===== config.mk =====
export PLATFORM = sky130hd
export DESIGN_NAME = cbmv_ctrl
export DESIGN_NICKNAME = d
export VERILOG_FILES = /design/src/rtl/cbmv_pkg.sv /design/src/rtl/cbmv_ctrl.sv
export SDC_FILE = /design/constraint.sdc
export NUM_CORES = 1
export LEC_CHECK = 0
export BUFFER_PORTS_ARGS = -buffer_cell sky130_fd_sc_hd__buf_2
export CORE_ASPECT_RATIO = 1.4
export CORE_MARGIN = 2
export CORE_UTILIZATION = 57
export CTS_CLUSTER_DIAMETER = 200
export DETAILED_ROUTE_END_ITERATION = 6
export PLACE_DENSITY = 0.95
export SYNTH_ARGS = -nofsm -noshare
export SYNTH_HDL_FRONTEND = slang
export SYNTH_SLANG_ARGS = --single-unit

===== constraint.sdc =====
create_clock -name clock -period 7.2 [get_ports clock]
set_clock_uncertainty 0.05 [all_clocks]
set_input_delay 0.72 -clock clock [delete_from_list [all_inputs] [get_ports clock]]
set_output_delay 0.72 -clock clock [all_outputs]
set_load 0.02 [all_outputs]

===== src/rtl/cbmv_pkg.sv =====
package cbmv_pkg;

   localparam int N_MAX      = 64;
   localparam int R_MAX      = 16;
   localparam int COEF_WIDTH = 16;
   localparam int FRAC       = COEF_WIDTH - 2;
   localparam int IDX_W      = 6;
   localparam int RANK_W     = 4;
   localparam int CNT_W      = 7;
   localparam int ACC_W      = 48;
   localparam int RES_W      = 32;

   localparam logic [1:0] OP_MATRIX  = 2'd0;
   localparam logic [1:0] OP_VFACTOR = 2'd1;
   localparam logic [1:0] OP_VECTOR  = 2'd2;

   localparam logic [1:0] CSR_ROW_COUNT  = 2'd0;
   localparam logic [1:0] CSR_COL_COUNT  = 2'd1;
   localparam logic [1:0] CSR_LOW_RANK   = 2'd2;
   localparam logic [1:0] CSR_RANK_COUNT = 2'd3;

   typedef struct packed {
      logic [1:0]                   operation;
      logic [IDX_W-1:0]             row_index;
      logic [IDX_W-1:0]             col_index;
      logic signed [COEF_WIDTH-1:0] value_re;
      logic signed [COEF_WIDTH-1:0] value_im;
      logic                         last;
   } req_type;

   typedef struct packed {
      logic [IDX_W-1:0]        out_row;
      logic signed [RES_W-1:0] result_re;
      logic signed [RES_W-1:0] result_im;
      logic                    saturated;
      logic                    last_row;
   } rsp_type;

   typedef struct packed {
      logic             valid;
      logic             start;
      logic             first;
      logic             last;
      logic             a_v;
      logic             b_t;
      logic [IDX_W-1:0] row;
      logic [IDX_W-1:0] col;
      logic             final_row;
   } cmd_type;

   typedef struct packed {
      logic done;
      logic out_busy;
   } status_type;

   typedef enum logic [2:0] {
      S_IDLE,
      S_TISSUE,
      S_TWAIT,
      S_RISSUE,
      S_RWAIT,
      S_RHOLD
   } state_type;

endpackage


===== src/rtl/cbmv_ctrl.sv =====
module cbmv_ctrl (
   input  logic                clock,
   input  logic                reset,
   input  logic                start,
   input  logic                factored,
   input  logic [6:0]          rows,
   input  logic [6:0]          cols,
   input  logic [6:0]          rank,
   input  cbmv_pkg::status_type status,
   output cbmv_pkg::cmd_type   cmd,
   output logic                idle
);
   import cbmv_pkg::*;

   state_type        state_ff, state_in;
   logic [IDX_W-1:0] o_ff, o_in;
   logic [IDX_W-1:0] j_ff, j_in;
   logic [CNT_W-1:0] n_inner;
   logic             inner_last;
   logic             outer_last_t;
   logic             outer_last_r;

   assign n_inner      = (state_ff == S_TISSUE) ? cols : (factored ? rank : cols);
   assign inner_last   = ({1'b0, j_ff} == n_inner - 7'd1);
   assign outer_last_t = ({1'b0, o_ff} == rank - 7'd1);
   assign outer_last_r = ({1'b0, o_ff} == rows - 7'd1);

   always_ff @(posedge clock) begin
      if (reset) begin
         state_ff <= S_IDLE;
         o_ff     <= '0;
         j_ff     <= '0;
      end else begin
         state_ff <= state_in;
         o_ff     <= o_in;
         j_ff     <= j_in;
      end
   end

   always_comb begin
      state_in = state_ff;
      unique case (state_ff)
         S_IDLE:   if (start) state_in = factored ? S_TISSUE : S_RISSUE;
         S_TISSUE: if (inner_last) state_in = S_TWAIT;
         S_TWAIT:  if (status.done) state_in = outer_last_t ? S_RISSUE : S_TISSUE;
         S_RISSUE: if (inner_last) state_in = S_RWAIT;
         S_RWAIT:  if (status.done) state_in = S_RHOLD;
         S_RHOLD:  if (!status.out_busy) state_in = outer_last_r ? S_IDLE : S_RISSUE;
         default:  state_in = S_IDLE;
      endcase
   end

   always_comb begin
      o_in          = o_ff;
      j_in          = j_ff;
      cmd           = '0;
      cmd.start     = start && (state_ff == S_IDLE);
      cmd.row       = o_ff;
      cmd.col       = j_ff;
      cmd.first     = (j_ff == '0);
      cmd.last      = inner_last;
      cmd.final_row = outer_last_r;
      idle          = (state_ff == S_IDLE);
      unique case (state_ff)
         S_IDLE: begin
            o_in = '0;
            j_in = '0;
         end
         S_TISSUE: begin
            cmd.valid = 1'b1;
            cmd.a_v   = 1'b1;
            j_in      = inner_last ? '0 : j_ff + 6'd1;
         end
         S_TWAIT: begin
            if (status.done) o_in = outer_last_t ? '0 : o_ff + 6'd1;
         end
         S_RISSUE: begin
            cmd.valid = 1'b1;
            cmd.b_t   = factored;
            j_in      = inner_last ? '0 : j_ff + 6'd1;
         end
         S_RWAIT: begin
         end
         S_RHOLD: begin
            if (!status.out_busy && !outer_last_r) o_in = o_ff + 6'd1;
         end
         default: begin
         end
      endcase
   end

endmodule


==> out/summary.json <==
{
  "clkTransAtPathRegs": {"value": 0.06, "unit": "ns"},
  "final_max_slew_viol_count": {"value": 0},
  "clock_power_share": {"value": 22.4, "unit": "%"},
  "io-pin-count": {"value": 47},
  "finish.net_count": {"value": 293},
  "timing.critical_path.cells": {"value": "or3b_1 > inv_1 > o211ai_1 > inv_1 > ha_1 > or4b_1 > a311oi_1 > o21a_1 > o22ai_1 > nor3_1 > buf_2"},
  "finalNonFillerCells": {"value": 296},
  "tritoncts": {"value": "yes"},
  "die_area": {"value": 0.00339, "unit": "mm^2"},
  "cts_num_sinks": {"value": 15},
  "cts-buffers-inserted": {"value": 3},
  "worstPathRequired": {"value": 6.43, "unit": "ns"},
  "static-leakage-power": {"value": 0.000797, "unit": "uW"},
  "post_synth_instance_area": {"value": 0.00167, "unit": "mm^2"},
  "gp_routability_congestion": {"value": 0.909},
  "critical_path_class": {"value": "reg2out"},
  "cap_viol_max_count": {"value": 0},
  "worst_pin_slew": {"value": 0.644, "unit": "ns"},
  "htree_levels": {"value": 1},
  "vdd.ir_drop.worst": {"value": 157, "unit": "uV"},
  "netSwitchingFraction": {"value": 39.8, "unit": "%"},
  "grt_max_degree": {"value": 18},
  "final_routed_wirelength_across_all_metal_layers": {"value": 4150, "unit": "um"},
  "cp-start-kind": {"value": "flop"},
  "synth_async_sr_flop_share": {"value": 0, "unit": "%"},
  "critical_path_sink_type": {"value": "output pin"},
  "most-common-layout-cells": {"value": "buf_2, inv_1, xnor2_1, nand2_1, dfxtp_1"},
  "cts-resized-gates": {"value": 0},
  "synth.lib_cells_used.distinct": {"value": 62},
  "portBuffers": {"value": 46},
  "final_period_minus_worst_setup_slack": {"value": 4.53, "unit": "ns"},
  "grt_pass1_vias": {"value": 1726},
  "post_synth_and_or_nand_nor_area_fraction": {"value": 27.7, "unit": "%"},
  "synth_xor_xnor_area_share": {"value": 11.5, "unit": "%"},
  "internal_power": {"value": 186, "unit": "uW"},
  "timing_hold_violations_final": {"value": 0},
  "report.power.total": {"value": 308, "unit": "uW"},
  "main_combinational_cell_family_by_area_after_synthesis": {"value": "compound AO/OA/AOI/OAI gates"},
  "layout_worst_path_cycle_share": {"value": 62.9, "unit": "%"},
  "grt_first_pass_wirelength": {"value": 6930, "unit": "um"},
  "max-slew-margin-rel": {"value": 56.8, "unit": "%"},
  "compound_gate_fraction_of_synth_area": {"value": 29.1, "unit": "%"},
  "worstPathArrival": {"value": 3.76, "unit": "ns"},
  "clock_tree.root_cell": {"value": "clkbuf_8"},
  "ys_warn_count": {"value": 0},
  "hold-worst-slack": {"value": 0.497, "unit": "ns"},
  "starting_utilization_of_the_core_area": {"value": 59.4, "unit": "%"},
  "die_w": {"value": 49.8, "unit": "um"},
  "row_count": {"value": 23},
  "drt_first_iter_violations": {"value": 71},
  "remaining_drc_errors": {"value": 0},
  "floorplan.die.height": {"value": 68.1, "unit": "um"},
  "syn-mean-instance-area": {"value": 7.51, "unit": "um^2"},
  "num-fill-cells": {"value": 259},
  "holdCritPathClass": {"value": "reg2reg"},
  "multi_input_comb_area": {"value": 0.00124, "unit": "mm^2"},
  "num_antenna_cells": {"value": 0},
  "final_core_area_utilization": {"value": 68.3, "unit": "%"},
  "crit_family": {"value": "simple AND/OR/NAND/NOR gates"},
  "critPathMaxStageDelay": {"value": 0.54, "unit": "ns"},
  "worst_path_most_repeated_cell": {"value": "inv_1"},
  "layout.cells.most_common": {"value": "buf_2"},
  "area_growth": {"value": 15.1, "unit": "%"},
  "postSynthCellCount": {"value": 223},
  "pwr-share-comb": {"value": 44.2, "unit": "%"},
  "detailroute.via_count": {"value": 1812},
  "synth_nets": {"value": 256},
  "hold_buffers": {"value": 0},
  "grt_antenna_before_repair": {"value": 0},
  "critical-path-slowest-cell": {"value": "dfxtp_1"},
  "cts.path.max_buffers": {"value": 2},
  "layout-drive-gt1-share": {"value": 21.6, "unit": "%"},
  "storage_element_area": {"value": 300, "unit": "um^2"},
  "ys_seq_elements": {"value": 15},
  "synthTopCellsByArea": {"value": "dfxtp_1, xnor2_1, ha_1"},
  "timing.setup.tns": {"value": 0, "unit": "ns"},
  "core_area": {"value": 0.00282, "unit": "mm^2"},
  "setup_viol": {"value": 0},
  "detail_route_antenna_nets": {"value": 0},
  "netlist.area_leader.share": {"value": 17.9, "unit": "%"},
  "drt_first_pass_iters": {"value": 4},
  "pwr_density_cell": {"value": 160, "unit": "mW/mm^2"},
  "grtUsageTotal": {"value": 25.8, "unit": "%"},
  "number_of_buffers_inserted_by_post_cts_setup_repair": {"value": 0},
  "globalRouteOverflowTotal": {"value": 0},
  "worstPathBufferInverterCount": {"value": 3},
  "yosysTopAreaCell": {"value": "dfxtp_1"},
  "synth_fa_ha_area_share": {"value": 4.48, "unit": "%"},
  "place_hpwl": {"value": 3250, "unit": "um"},
  "power_frac_seq": {"value": 33.5, "unit": "%"},
  "rsz_0062_raised_after_global_routing": {"value": "no"},
  "achievable-frequency": {"value": 0.221, "unit": "GHz"},
  "net_switching_power_of_the_design": {"value": 123, "unit": "uW"},
  "synth-seq-area-share": {"value": 17.9, "unit": "%"},
  "synth-main-ff-cell": {"value": "dfxtp_1"},
  "status": {"value": "finished clean"},
  "synthMuxAreaShare": {"value": 1.20, "unit": "%"},
  "wire_per_inst": {"value": 14.0, "unit": "um"},
  "synth_enable_flop_cells": {"value": 0},
  "place.detailed.instances": {"value": 292},
  "critPathMaxFanout": {"value": 13},
  "worstSkewPairLatency": {"value": 0.25, "unit": "ns"},
  "vias_per_cell": {"value": 6.12}
}
[worst register-to-register path, cell delays in order (launching register included)]
cell	delay (ns)
dfxtp_1	0.54
or3b_1	0.47
inv_1	0.20
o211ai_1	0.17
inv_1	0.09
ha_1	0.30
or4b_1	0.46
a311oi_1	0.39
o21a_1	0.20
o22ai_1	0.10
o311ai_2	0.57
nor2_1	0.12
a211o_1	0.28
[sequential cells by signal (all words and copies together) (netlist names)]
name      count
o_ff          6
state_ff      3
j_ff          6
[metal layers]
layer | track usage, % | up-vias | wire length [um]
met5 | 0 | - | 0
met4 | 10.1 | 0 | 88
met3 | 4.37 | 10 | 189
met2 | 50.7 | 55 | 2190
met1 | 27.2 | 839 | 1690
li1 | - | 908 | -
[metrics by stage]
stage          setup slack (ns)  cell area, um^2
5_1_grt                    2.35             1930
4_1_cts                    2.67             1930
3_5_place_dp               2.93             1880
6_report                   2.67             1930
2_1_floorplan              3.31             1670
3_3_place_gp               3.15             1880
[final timing paths]
check	startpoint	end	slack, ns	depth (start not counted)
setup / recovery	state_ff[0]	cmd[15]	2.67	11
hold / removal	j_ff[4]	j_ff[4]	0.50	2
setup reg to reg	state_ff[0]	j_ff[5]	3.18	12
hold reg to reg	j_ff[4]	j_ff[4]	0.50	2
[kinds of logic after synthesis]
family                     count (synthesis)
AOI/OAI and AO/OA                         65
xor gates and xnor gates                  22
buffers and inverters                     32
muxes                                      2
adders and majority gates                  6
and+or+nand+nor                           81
DFF                                       15
[power by group through the flow]
| stage | combinational (uW) | sequential [uW] | clock [uW] |
|---|---|---|---|
| 2_1_floorplan | 105 | 98.9 | 0 |
| 3_3_place_gp | 132 | 104 | 0 |
| 3_5_place_dp | 135 | 105 | 0 |
| 4_1_cts | 136 | 103 | 70.2 |
| 5_1_grt | 151 | 105 | 73.5 |
| 6_report | 136 | 103 | 69.0 |
[Yosys cell counts (2+ instances only)]
| library cell | instances |
|---|---|
| a21oi_1 | 8 |
| or4_1 | 4 |
| dfxtp_1 | 15 |
| o21bai_1 | 3 |
| o211ai_1 | 2 |
| nand4_1 | 2 |
| nor2_1 | 12 |
| ha_1 | 6 |
| clkbuf_1 | 10 |
| o31ai_1 | 8 |
| nand3b_1 | 4 |
| a21o_1 | 2 |
| nand3_1 | 6 |
| nor3b_1 | 2 |
| nand2_1 | 15 |
| a211o_1 | 2 |
| xnor2_1 | 16 |
| nand4b_1 | 2 |
| o32ai_1 | 2 |
| o31a_1 | 2 |
| nor3_1 | 12 |
| mux2i_1 | 2 |
| a211oi_1 | 2 |
| buf_4 | 2 |
| inv_1 | 18 |
| nand2b_1 | 5 |
| or3_1 | 3 |
| o22ai_1 | 2 |
| o21a_1 | 4 |
| xor2_1 | 6 |
| nor4_1 | 4 |
| o21ai_0 | 10 |
[cell type report]
class | instances | share of cell area [%]
Clock buffer | 4 | 2.34
Inverter | 18 | 3.51
Multi-Input combinational cell | 176 | 64.2
Sequential cell | 15 | 15.6
Tap cell | 37 | 2.40
Timing Repair Buffer | 46 | 11.9
Note: power is estimated with default switching activity, not from simulation.
